`config.mk`:
```
export PLATFORM = sky130hd
export DESIGN_NAME = rms_window_noise_gate
export DESIGN_NICKNAME = d
export VERILOG_FILES = /design/src/rwng_pkg.sv /design/src/rms_window_noise_gate.sv /design/src/rwng_mul.sv /design/src/rwng_mod.sv
export SDC_FILE = /design/constraint.sdc
export NUM_CORES = 2
export LEC_CHECK = 0
export ABC_AREA = 1
export BUFFER_PORTS_ARGS = -buffer_cell sky130_fd_sc_hd__buf_2
export CAP_MARGIN = 20
export CELL_PAD_IN_SITES_DETAIL_PLACEMENT = 0
export CELL_PAD_IN_SITES_GLOBAL_PLACEMENT = 1
export CORE_AREA = 2 2 283 285
export DETAILED_ROUTE_END_ITERATION = 10
export DIE_AREA = 0 0 285 287
export GPL_ROUTABILITY_DRIVEN = 0
export PLACE_DENSITY_LB_ADDON = 0.1
export SETUP_SLACK_MARGIN = 0.1
export SYNTH_ARGS = -nofsm -noshare
export SYNTH_HDL_FRONTEND = slang
export SYNTH_SLANG_ARGS = --single-unit
```
`constraint.sdc`:
```
create_clock -name clk_i -period 10 [get_ports clk_i]
set_clock_uncertainty 0.1 [all_clocks]
set_input_delay 0.5 -clock clk_i [delete_from_list [all_inputs] [get_ports clk_i]]
set_output_delay 0.5 -clock clk_i [all_outputs]
set_load 0.02 [all_outputs]
```
`src/rwng_pkg.sv`:
```
// ----------------------------------------------------------------------------
// rwng_pkg: shared types and constants for the RMS window noise gate
// Field widths, register indexes, reset values and the sequencer states.
// ----------------------------------------------------------------------------
`default_nettype none

package rwng_pkg;

  // field and register widths
  localparam int SmpW    = 16;
  localparam int WinW    = 13;
  localparam int ThrW    = 15;
  localparam int CntW    = 8;
  localparam int LenW    = 24;
  localparam int EnergyW = 44;
  localparam int IdxW    = 3;
  localparam int CfgW    = 24;

  // shared multiplier operands
  localparam int MulAW = 30;
  localparam int MulBW = 16;
  localparam int MulPW = MulAW + MulBW;

  // parameter defaults
  localparam int DefMaxWindow    = 4096;
  localparam int DefPositionBits = 24;

  // register reset values
  localparam logic [WinW-1:0] RstWindowFrames = 13'd960;
  localparam logic [ThrW-1:0] RstOnThreshold  = 15'd197;
  localparam logic [ThrW-1:0] RstOffThreshold = 15'd131;
  localparam logic [CntW-1:0] RstAttack       = 8'd2;
  localparam logic [CntW-1:0] RstRelease      = 8'd4;
  localparam logic [LenW-1:0] RstReplLength   = 24'd0;

  localparam logic [CntW-1:0] CntMax = '1;

  typedef enum logic [IdxW-1:0] {
    REG_WINDOW_FRAMES   = 3'd0,
    REG_ON_THRESHOLD    = 3'd1,
    REG_OFF_THRESHOLD   = 3'd2,
    REG_ATTACK_WINDOWS  = 3'd3,
    REG_RELEASE_WINDOWS = 3'd4,
    REG_REPL_LENGTH     = 3'd5
  } cfg_reg_e;

  typedef enum logic [3:0] {
    ST_IDLE,
    ST_SQ_L,
    ST_SQ_R,
    ST_ACC,
    ST_ON_SQ,
    ST_ON_N,
    ST_OFF_SQ,
    ST_OFF_N,
    ST_OFF_CMP,
    ST_GATE,
    ST_MOD_POS,
    ST_MOD_ADV,
    ST_EMIT
  } seq_state_e;

  function automatic logic [SmpW-1:0] abs16(input logic signed [SmpW-1:0] v);
    abs16 = v[SmpW-1] ? SmpW'(-v) : SmpW'(v);
  endfunction

endpackage

`default_nettype wire

```
`src/rms_window_noise_gate.sv`:
```
// ----------------------------------------------------------------------------
// rms_window_noise_gate: RMS noise gate with hysteresis over analysis windows
// Sums squared stereo samples per window, compares against squared thresholds,
// and reports gate state, window length and looping replacement position.
// ----------------------------------------------------------------------------
// A frame is taken in the idle state, then both squares go through one shared
// registered multiplier and the sum is updated before the next frame can be
// taken. A frame that closes a window adds the threshold products and gate
// update, plus, for a non-zero replacement length, one or two passes of the
// bit-serial remainder unit over max(POSITION_BITS, 25) dividend bits each,
// plus any wait for the previous result beat to be taken. s_axis_tready is
// high only while the sequencer is idle. Configuration writes are always taken.
`default_nettype none

module rms_window_noise_gate #(
  parameter int MAX_WINDOW    = rwng_pkg::DefMaxWindow,
  parameter int POSITION_BITS = rwng_pkg::DefPositionBits
) (
  input  wire logic                      clk_i,
  input  wire logic                      rst_ni,
  // input frames
  input  wire logic                      s_axis_tvalid,
  output logic                           s_axis_tready,
  input  wire logic [31:0]               s_axis_tdata,  // [15:0] sample_left, [31:16] sample_right
  input  wire logic                      s_axis_tlast,  // final_frame
  // window results
  output logic                           m_axis_tvalid,
  input  wire logic                      m_axis_tready,
  output logic      [39:0]               m_axis_tdata,  // [23:0] replacement_start, [36:24] window_length
  output logic                           m_axis_tuser,  // gate_open
  // configuration writes
  input  wire logic                      cfg_valid_i,
  output logic                           cfg_ready_o,
  input  wire logic [rwng_pkg::IdxW-1:0] cfg_index_i,
  input  wire logic [rwng_pkg::CfgW-1:0] cfg_data_i
);
  import rwng_pkg::*;

  localparam int PosW = POSITION_BITS;
  localparam int DivW = (POSITION_BITS > LenW + 1) ? POSITION_BITS : LenW + 1;

  // configuration
  logic [WinW-1:0] win_frames_q;
  logic [ThrW-1:0] on_thr_q, off_thr_q;
  logic [CntW-1:0] attack_q, release_q;
  logic [LenW-1:0] repl_len_q;

  // sequencer and window state
  seq_state_e state_q, state_d;
  logic signed [SmpW-1:0] smp_l_q, smp_r_q;
  logic                   last_q;
  logic [EnergyW-1:0]     energy_q;
  logic [WinW-1:0]        frames_q;
  logic                   gate_q;
  logic [CntW-1:0]        loud_q, quiet_q;
  logic [PosW-1:0]        pos_q;
  logic [LenW-1:0]        start_q;
  logic                   loud_hit_q, quiet_hit_q;

  // output register
  logic            out_valid_q;
  logic            out_gate_q;
  logic [LenW-1:0] out_start_q;
  logic [WinW-1:0] out_len_q;

  // shared units
  logic [MulAW-1:0] mul_a;
  logic [MulBW-1:0] mul_b;
  logic [MulPW-1:0] mul_p;
  logic             mod_start;
  logic [DivW-1:0]  mod_dividend;
  logic             mod_done;
  logic [LenW-1:0]  mod_rem;

  logic            in_beat;
  logic            out_free;
  logic [WinW-1:0] win_eff;
  logic [WinW-1:0] frames_inc;
  logic            win_close;
  logic            len_zero;
  logic            gate_upd;
  logic [CntW-1:0] loud_upd, quiet_upd;

  rwng_mul u_mul (
    .clk_i (clk_i),
    .a_i   (mul_a),
    .b_i   (mul_b),
    .p_o   (mul_p)
  );

  rwng_mod #(
    .DW (DivW)
  ) u_mod (
    .clk_i      (clk_i),
    .rst_ni     (rst_ni),
    .start_i    (mod_start),
    .dividend_i (mod_dividend),
    .divisor_i  (repl_len_q),
    .done_o     (mod_done),
    .rem_o      (mod_rem)
  );

  assign in_beat  = s_axis_tvalid && s_axis_tready;
  assign out_free = !out_valid_q || m_axis_tready;
  assign len_zero = (repl_len_q == '0);

  // effective window size: zero acts as one, clamped to the maximum
  always_comb begin
    win_eff = win_frames_q;
    if (win_frames_q == '0) begin
      win_eff = WinW'(1);
    end else if ({19'd0, win_frames_q} > 32'(MAX_WINDOW)) begin
      win_eff = WinW'(MAX_WINDOW);
    end
  end

  assign frames_inc = frames_q + WinW'(1);
  assign win_close  = (frames_inc >= win_eff) || last_q;

  // hysteresis update
  always_comb begin
    gate_upd  = gate_q;
    loud_upd  = loud_q;
    quiet_upd = quiet_q;
    if (!gate_q) begin
      if (loud_hit_q) begin
        loud_upd = (loud_q == CntMax) ? loud_q : loud_q + CntW'(1);
      end else begin
        loud_upd = '0;
      end
      if (loud_upd >= attack_q) begin
        gate_upd  = 1'b1;
        quiet_upd = '0;
      end
    end else begin
      if (quiet_hit_q) begin
        quiet_upd = (quiet_q == CntMax) ? quiet_q : quiet_q + CntW'(1);
      end else begin
        quiet_upd = '0;
      end
      if (quiet_upd >= release_q) begin
        gate_upd = 1'b0;
        loud_upd = '0;
      end
    end
  end

  // next state
  always_comb begin
    state_d = state_q;
    unique case (state_q)
      ST_IDLE:    if (in_beat) state_d = ST_SQ_L;
      ST_SQ_L:    state_d = ST_SQ_R;
      ST_SQ_R:    state_d = ST_ACC;
      ST_ACC:     state_d = win_close ? ST_ON_SQ : ST_IDLE;
      ST_ON_SQ:   state_d = ST_ON_N;
      ST_ON_N:    state_d = ST_OFF_SQ;
      ST_OFF_SQ:  state_d = ST_OFF_N;
      ST_OFF_N:   state_d = ST_OFF_CMP;
      ST_OFF_CMP: state_d = ST_GATE;
      ST_GATE:    state_d = len_zero ? ST_EMIT : ST_MOD_POS;
      ST_MOD_POS: if (mod_done) state_d = gate_q ? ST_MOD_ADV : ST_EMIT;
      ST_MOD_ADV: if (mod_done) state_d = ST_EMIT;
      ST_EMIT:    if (out_free) state_d = ST_IDLE;
      default:    state_d = ST_IDLE;
    endcase
  end

  // sequencer outputs
  always_comb begin
    s_axis_tready = 1'b0;
    mul_a         = '0;
    mul_b         = '0;
    mod_start     = 1'b0;
    mod_dividend  = DivW'(pos_q);
    unique case (state_q)
      ST_IDLE: s_axis_tready = 1'b1;
      ST_SQ_L: begin
        mul_a = MulAW'(abs16(smp_l_q));
        mul_b = abs16(smp_l_q);
      end
      ST_SQ_R: begin
        mul_a = MulAW'(abs16(smp_r_q));
        mul_b = abs16(smp_r_q);
      end
      ST_ON_SQ: begin
        mul_a = MulAW'(on_thr_q);
        mul_b = MulBW'(on_thr_q);
      end
      ST_OFF_SQ: begin
        mul_a = MulAW'(off_thr_q);
        mul_b = MulBW'(off_thr_q);
      end
      ST_ON_N, ST_OFF_N: begin
        mul_a = mul_p[MulAW-1:0];
        mul_b = MulBW'(frames_q);
      end
      ST_GATE: mod_start = !len_zero;
      ST_MOD_POS: begin
        mod_start    = mod_done && gate_q;
        mod_dividend = DivW'({1'b0, mod_rem} + (LenW+1)'(frames_q));
      end
      default: ;
    endcase
  end

  // configuration registers
  assign cfg_ready_o = 1'b1;

  always_ff @(posedge clk_i or negedge rst_ni) begin
    if (!rst_ni) begin
      win_frames_q <= RstWindowFrames;
      on_thr_q     <= RstOnThreshold;
      off_thr_q    <= RstOffThreshold;
      attack_q     <= RstAttack;
      release_q    <= RstRelease;
      repl_len_q   <= RstReplLength;
    end else if (cfg_valid_i) begin
      unique case (cfg_index_i)
        REG_WINDOW_FRAMES:   win_frames_q <= cfg_data_i[WinW-1:0];
        REG_ON_THRESHOLD:    on_thr_q     <= cfg_data_i[ThrW-1:0];
        REG_OFF_THRESHOLD:   off_thr_q    <= cfg_data_i[ThrW-1:0];
        REG_ATTACK_WINDOWS:  attack_q     <= cfg_data_i[CntW-1:0];
        REG_RELEASE_WINDOWS: release_q    <= cfg_data_i[CntW-1:0];
        REG_REPL_LENGTH:     repl_len_q   <= cfg_data_i[LenW-1:0];
        default: ;
      endcase
    end
  end

  // captured frame
  always_ff @(posedge clk_i) begin
    if (in_beat) begin
      smp_l_q <= s_axis_tdata[15:0];
      smp_r_q <= s_axis_tdata[31:16];
      last_q  <= s_axis_tlast;
    end
  end

  // window and gate state
  always_ff @(posedge clk_i or negedge rst_ni) begin
    if (!rst_ni) begin
      state_q     <= ST_IDLE;
      energy_q    <= '0;
      frames_q    <= '0;
      gate_q      <= 1'b0;
      loud_q      <= '0;
      quiet_q     <= '0;
      pos_q       <= '0;
      start_q     <= '0;
      loud_hit_q  <= 1'b0;
      quiet_hit_q <= 1'b0;
    end else begin
      state_q <= state_d;
      unique case (state_q)
        ST_SQ_R: energy_q <= energy_q + mul_p[EnergyW-1:0];
        ST_ACC: begin
          energy_q <= energy_q + mul_p[EnergyW-1:0];
          frames_q <= frames_inc;
        end
        // mean square against threshold squared: sum >= 2 * n * thr^2
        ST_OFF_SQ:  loud_hit_q  <= {3'd0, energy_q} >= {mul_p, 1'b0};
        ST_OFF_CMP: quiet_hit_q <= {3'd0, energy_q} <  {mul_p, 1'b0};
        ST_GATE: begin
          if (len_zero) begin
            gate_q  <= 1'b0;
            loud_q  <= '0;
            quiet_q <= '0;
            pos_q   <= '0;
            start_q <= '0;
          end else begin
            gate_q  <= gate_upd;
            loud_q  <= loud_upd;
            quiet_q <= quiet_upd;
          end
        end
        ST_MOD_POS: begin
          if (mod_done) begin
            start_q <= mod_rem;
            if (!gate_q) pos_q <= PosW'(mod_rem);
          end
        end
        ST_MOD_ADV: if (mod_done) pos_q <= PosW'(mod_rem);
        ST_EMIT: begin
          if (out_free) begin
            energy_q <= '0;
            frames_q <= '0;
            if (last_q) begin
              gate_q  <= 1'b0;
              loud_q  <= '0;
              quiet_q <= '0;
              pos_q   <= '0;
            end
          end
        end
        default: ;
      endcase
    end
  end

  // result register
  always_ff @(posedge clk_i or negedge rst_ni) begin
    if (!rst_ni) begin
      out_valid_q <= 1'b0;
    end else if (state_q == ST_EMIT && out_free) begin
      out_valid_q <= 1'b1;
    end else if (m_axis_tready) begin
      out_valid_q <= 1'b0;
    end
  end

  always_ff @(posedge clk_i) begin
    if (state_q == ST_EMIT && out_free) begin
      out_gate_q  <= gate_q;
      out_start_q <= start_q;
      out_len_q   <= frames_q;
    end
  end

  assign m_axis_tvalid = out_valid_q;
  assign m_axis_tuser  = out_gate_q;
  assign m_axis_tdata  = {3'd0, out_len_q, out_start_q};

endmodule

`default_nettype wire

```
`src/rwng_mul.sv`:
```
// ----------------------------------------------------------------------------
// rwng_mul: shared registered multiplier
// One unsigned product per cycle, result available the cycle after issue.
// ----------------------------------------------------------------------------
`default_nettype none

module rwng_mul (
  input  wire logic                       clk_i,
  input  wire logic [rwng_pkg::MulAW-1:0] a_i,
  input  wire logic [rwng_pkg::MulBW-1:0] b_i,
  output logic      [rwng_pkg::MulPW-1:0] p_o
);
  import rwng_pkg::*;

  logic [MulPW-1:0] p_q;

  always_ff @(posedge clk_i) begin
    p_q <= MulPW'(a_i) * MulPW'(b_i);
  end

  assign p_o = p_q;

endmodule

`default_nettype wire

```
`src/rwng_mod.sv`:
```
// ----------------------------------------------------------------------------
// rwng_mod: iterative remainder unit
// Restoring shift-subtract, one dividend bit per cycle; done pulses for one
// cycle with the remainder held until the next start.
// ----------------------------------------------------------------------------
`default_nettype none

module rwng_mod #(
  parameter int DW = 25
) (
  input  wire logic                      clk_i,
  input  wire logic                      rst_ni,
  input  wire logic                      start_i,
  input  wire logic [DW-1:0]             dividend_i,
  input  wire logic [rwng_pkg::LenW-1:0] divisor_i,
  output logic                           done_o,
  output logic      [rwng_pkg::LenW-1:0] rem_o
);
  import rwng_pkg::*;

  localparam int StepW = $clog2(DW + 1);

  logic             busy_q;
  logic             done_q;
  logic [StepW-1:0] step_q;
  logic [DW-1:0]    shift_q;
  logic [LenW-1:0]  rem_q;
  logic [LenW-1:0]  div_q;
  logic [LenW:0]    trial;
  logic             fits;

  assign trial = {rem_q, shift_q[DW-1]};
  assign fits  = trial >= {1'b0, div_q};

  always_ff @(posedge clk_i or negedge rst_ni) begin
    if (!rst_ni) begin
      busy_q <= 1'b0;
      done_q <= 1'b0;
      step_q <= '0;
    end else if (start_i) begin
      busy_q <= 1'b1;
      done_q <= 1'b0;
      step_q <= StepW'(DW);
    end else if (busy_q) begin
      step_q <= step_q - StepW'(1);
      if (step_q == StepW'(1)) begin
        busy_q <= 1'b0;
        done_q <= 1'b1;
      end
    end else begin
      done_q <= 1'b0;
    end
  end

  always_ff @(posedge clk_i) begin
    if (start_i) begin
      shift_q <= dividend_i;
      rem_q   <= '0;
      div_q   <= divisor_i;
    end else if (busy_q) begin
      shift_q <= {shift_q[DW-2:0], 1'b0};
      rem_q   <= fits ? LenW'(trial - {1'b0, div_q}) : LenW'(trial);
    end
  end

  assign done_o = done_q;
  assign rem_o  = rem_q;

endmodule

`default_nettype wire

```
After elaboration in Yosys (flattened, before gate mapping). Index checks and enable logic that the tools add are counted.

Bits in registers: 409. Output and inout bits: 44.

$add $sub $neg: 9. Multipliers: 1. Magnitude comparators: 7. Eq/ne operators: 30. Multiplexer cells: 65. Reductions and logical operators: 34.

Operator list (count): $mux W24 (7); $pmux W30 S5 (1); $mux W8 (14); $pmux W24 S4 (1); $pmux W44 S2 (1); $pmux W16 S5 (1); $mux W25 (3); $pmux W4 S13 (1); $pmux W24 S2 (1); $ge A44 B47 Y1 (1); $lt A44 B47 Y1 (1); $mul A30 B16 Y46 (1); $add A44 B44 Y44 (1); $mux W44 (1); $mux W13 (3); $mux W16 (2); $neg A16 Y16 (2); $pmux W8 S2 (2); $pmux W13 S2 (1); $add A24 B13 Y25 (1); $ge A25 B24 Y1 (1); $logic_not A24 Y1 (1); $sub A24 B24 Y24 (1); $eq A4 B4 Y1 const B (5); other kinds (36) (92).

Longest topological paths before layout.
Word-level depth: 9. Mapped depth: 37.

Modules after synthesis. Synthesis repeated with hierarchy kept, for this count alone.

Cell total of the unflattened synthesis: 5773. Area, all modules: 41728.8 sq um.

Modules (own cells, without submodules): rms_window_noise_gate (instances 1, cells each 2647, area an instance 19020.7 sq um, sequential area each 7453.4 sq um); rwng_mul (instances 1, cells each 2413, area an instance 17609.4 sq um, sequential area each 920.9 sq um); rwng_mod (instances 1, cells each 713, area an instance 5098.6 sq um, sequential area each 2127.0 sq um).

Worst setup path before layout. Ideal clock, no wire load.

Path kind: register to register. Start: register smp_l_q[0]. End: register u_mul.p_q[42] (netlist: u_mul.p_o[42]). Arrival time: 6.146 ns. Setup slack: 3.642 ns. Cell stages (with the launch flop): 33. Path buffers: 2. Clock period less this slack: 6.358 ns. Path through: edfxtp_1 inv_1 ha_1 nand3_1 nor2_1 nand2_1 nand2_1 nand2_1 nand2_1 nand3_1 nand4_1 buf_2 buf_4 nand2_1 fa_1 fa_1 inv_1 fa_1 fa_1 fa_1 inv_1 fa_1 inv_1 ha_1 a21oi_1 nor2_1 nor2_1 a21boi_0 nor2_1 nor2_1 nand2_1 nand2_1 nand2_1.

Cells in the longest elaborated chain, start to end: 4. Elaborated cells between the ends (all ways): 5. Classes of those cells: add/sub (1); mul (1); mux (3).

RTL lines: start, declared (line rms_window_noise_gate.sv:50) `logic signed [SmpW-1:0] smp_l_q, smp_r_q;`; start signal, assigned (line rms_window_noise_gate.sv:234) `smp_l_q <= s_axis_tdata[15:0];`; $neg A16 Y16 (line rwng_pkg.sv:64) `abs16 = v[SmpW-1] ? SmpW'(-v) : SmpW'(v);`; $mux W16 * (line rwng_pkg.sv:64); $pmux W30 S5 or $pmux W16 S5 (tied branches) (line rms_window_noise_gate.sv:176) `unique case (state_q)`; $mul A30 B16 Y46 * (line rwng_mul.sv:18) `p_q <= MulPW'(a_i) * MulPW'(b_i);`; end signal, assigned (line rwng_mul.sv:18); end, declared (line rwng_mul.sv:15) `logic [MulPW-1:0] p_q;`.

Every way passes the cells marked *; elsewhere a longest branch is shown, timed or not. A chain may end at the register's enable or synchronous reset.

Final worst setup path.
Start: register smp_l_q[0]. End: register u_mul.p_q[39] (netlist: u_mul.p_o[39]).

Same word-level chain as after synthesis.

==> out/results.tsv <==
metric	value	unit
place_area	42400	um2
clkSinkCount	409	
cts_resized	0	
antenna_found_initial	1	
fin_crit	8.14	ns
vias	35200	
synth_edf_count	120	
wl_per_cell	18.4	um
finalInstanceArea	44500	um2
async_flop_share	53.5	%
status	completed	
die_width	285	um
fin_hold_ws	0.0211	ns
yosysUniqueCellTypes	59	
leakagePower	22.7	nW
worstSetupPathType	register to register	
cts_tree	built	
min_period_over_period	81.4	%
core-area	78600	um2
hold_viol	0	
die_h	287	um
area_delta_synth_final	9.12	%
die-area	81800	um2
drcViolationCount	0	
grt_pass1_wl	194000	um
vias_per_cell	5.24	
yosysSeqAreaShare	25.8	%
ant_nets	0	
synth_flop_cell	dfrtp_1	
cts_buffers	50	
ios	109	
hold_path.class	input pin to register	
maxCapViolCount	0	
num-nets-final	6376	
overflow	0	
worstPathRequired	10.41	ns
diodes	0	
worst_pin_slew	1.15	ns
clk_pin_slew	0.07	ns
synth_area_per_cell	7.43	um2
final_layout_size_suffix_gt1_share	5.93	%
rows	103	
cp.arrival	8.54	ns
synth_area_leaders	fa_1 19%, nand2_1 14%, dfrtp_1 13%, inv_1 10%, edfxtp_1 8.8%	
synth_warnings	0	
powerDensity	109	nW/um2
hold-path-cell-count	2	
synth_top_area_share	19.3	%
totalWireLength	124000	um
cts_max_level	2	
drtPass1Iterations	6	
rsz0062_at_grt	false	
stdcell_count	6732	
syn-cell-area	40800	um2
synth_top_area_cell	fa_1	
io_buffers	104	
start_kind	register	
insertion_delay	0.61	ns
worstRegToRegCells	30	
slew_headroom	22.9	%
cts-root-buf	clkbuf_16	
setup_violations	0	
place_inst	6602	
finalSetupTns	0	ns
drtIter0Drc	2861	
synth.ff_latch_count	409	
critical_path.max_stage_delay	0.61	ns
drv_slew	0	
clockBufferDepth	3	
dp_hpwl	99300	um
ir_drop	103	uV
synthCells	5489	
start_util	51.9	%
crit_path_end_kind	register	
crit_slowest_cell	inv_1	
track_usage	30.6	%
critPathMaxFanout	13	
max_freq	0.123	GHz
grt_max_degree	100	
grt_pass1_vias	34500	
==> path summary, 6_finish.rpt <==
kind	startpoint	to	slack, ns
worst max-delay path	smp_l_q[0]	u_mul.p_o[39]	1.86
worst min-delay path	cfg_data_i[17]	repl_len_q[17]	0.02
worst max register to register	smp_l_q[0]	u_mul.p_o[39]	1.86
worst min register to register	start_q[13]	out_start_q[13]	0.35
max in group asynchronous	rst_ni	off_thr_q[13]	7.95
min in group asynchronous	rst_ni	start_q[13]	0.44
==> flip-flops by register name, indices dropped and copies added, names as in the netlist, 13 cells and up <==
signal	count
win_frames_q	13
off_thr_q	15
smp_r_q	16
on_thr_q	15
u_mod.shift_q	25
u_mod.div_q	24
u_mod.rem_o	24
start_q	24
repl_len_q	24
out_len_q	13
energy_q	44
out_start_q	24
u_mul.p_o	46
pos_q	24
frames_q	13
smp_l_q	16
==> metrics by stage <==
stage | util [%] | total power (W) | worst slack [ns]
after global routing | 56.6 | 0.00509 | 1.30
after global placement | 53.9 | 0.00292 | 2.05
after detailed placement | 53.9 | 0.00293 | 1.99
final | 56.6 | 0.00484 | 1.86
after CTS | 56.6 | 0.00487 | 1.93
after floorplan | - | 0.00262 | 3.64
==> cell type report <==
type / instances / area [um2]
well taps: 1050 / 1310
repair buffers: 171 / 1130
inverters: 1129 / 4240
fillers: 7691 / 34100
flip-flops and latches: 409 / 10500
multi-input cells: 3880 / 25600
clock inverters: 30 / 317
clock buffers: 63 / 1390
==> synth_stat cells, types with 6 or more instances <==
library cell and n:
nand2_1 1569, inv_1 1098, nor2_1 503, fa_1 393
ha_1 277, nand3_1 263, o21ai_0 239, dfrtp_1 206
a21oi_1 188, edfxtp_1 120, nand4_1 80, dfxtp_1 70
buf_2 55, clkbuf_1 40, nor3_1 40, xor2_1 37
inv_2 30, o22ai_1 29, xnor2_1 24, o21ai_1 23
buf_4 16, nand3b_1 14, or2_2 14, dfstp_2 13
mux2_2 13, o21bai_1 12, nor4_1 11, nand2_2 10
o21a_1 10, and2_1 8, buf_6 8, nor2_2 7
a21o_1 6, a21oi_2 6, o211ai_1 6
==> layout by cell type (no fill, tap or decap), types with 7 or more instances in the layout <==
cell type         n
nand2_1        1569
inv_1          1098
nor2_1          501
fa_1            393
ha_1            277
nand3_1         263
o21ai_0         239
dfrtp_1         206
a21oi_1         188
edfxtp_1        120
buf_2           103
nand4_1          80
dfxtp_1          70
conb_1           54
clkbuf_16        52
nor3_1           39
xor2_1           37
dlygate4sd3_1    36
inv_2            30
buf_4            30
o22ai_1          29
xnor2_1          24
o21ai_1          22
nand3b_1         14
or2_2            14
mux2_2           13
dfstp_2          13
o21bai_1         12
nor4_1           11
nand2_2          10
o21a_1           10
nor2_2            8
and2_1            8
clkinv_2          8
clkinv_4          7
==> repair_timing <==
action | in CTS | in global routing
setup buffers | 0 | 0
setup endpoints to repair | 0 | 0
hold buffers | 36 | 0
hold endpoints to repair | 132 | 0
==> layer usage <==
layer	GRT usage, %	up-vias	routed length [um]
li1	-	17100	-
met1	40.0	16800	51900
met2	52.5	1051	59800
met3	3.87	246	7060
met4	11.1	2	5040
met5	0	-	12
==> worst max-delay path, delay by kind of cell, from the launching register on <==
kind | cells | cell delay, ns
flip-flops | 1 | 0.38
adder cells (fa/ha/maj) | 8 | 3.65
buffers and inverters | 6 | 0.97
AND/OR/NAND/NOR | 16 | 2.94
==> where the power goes <==
group	total, W	internal (W)	switching [W]
sequential	0.00191	0.00182	0.0000875
combinational	0.00101	0.000377	0.000637
clock	0.00191	0.00110	0.000811
total	0.00484	0.00330	0.00154
==> cells by family (layout without fill, tap and decap cells) <==
kind of cell | count (synthesis) | after routing | synth area share [%]
multiplexers | 14 | 14 | 0.387
AND/OR/NAND/NOR | 2539 | 2539 | 25.6
XOR/XNOR | 61 | 61 | 1.31
other | 2 | 54 | 0.0184
AO/OA/AOI/OAI | 542 | 542 | 7.18
adder cells (fa/ha/maj) | 670 | 670 | 27.8
flip-flops | 409 | 409 | 25.8
buffers and inverters | 1252 | 1393 | 12.0
(Power assumes the default switching activity.)
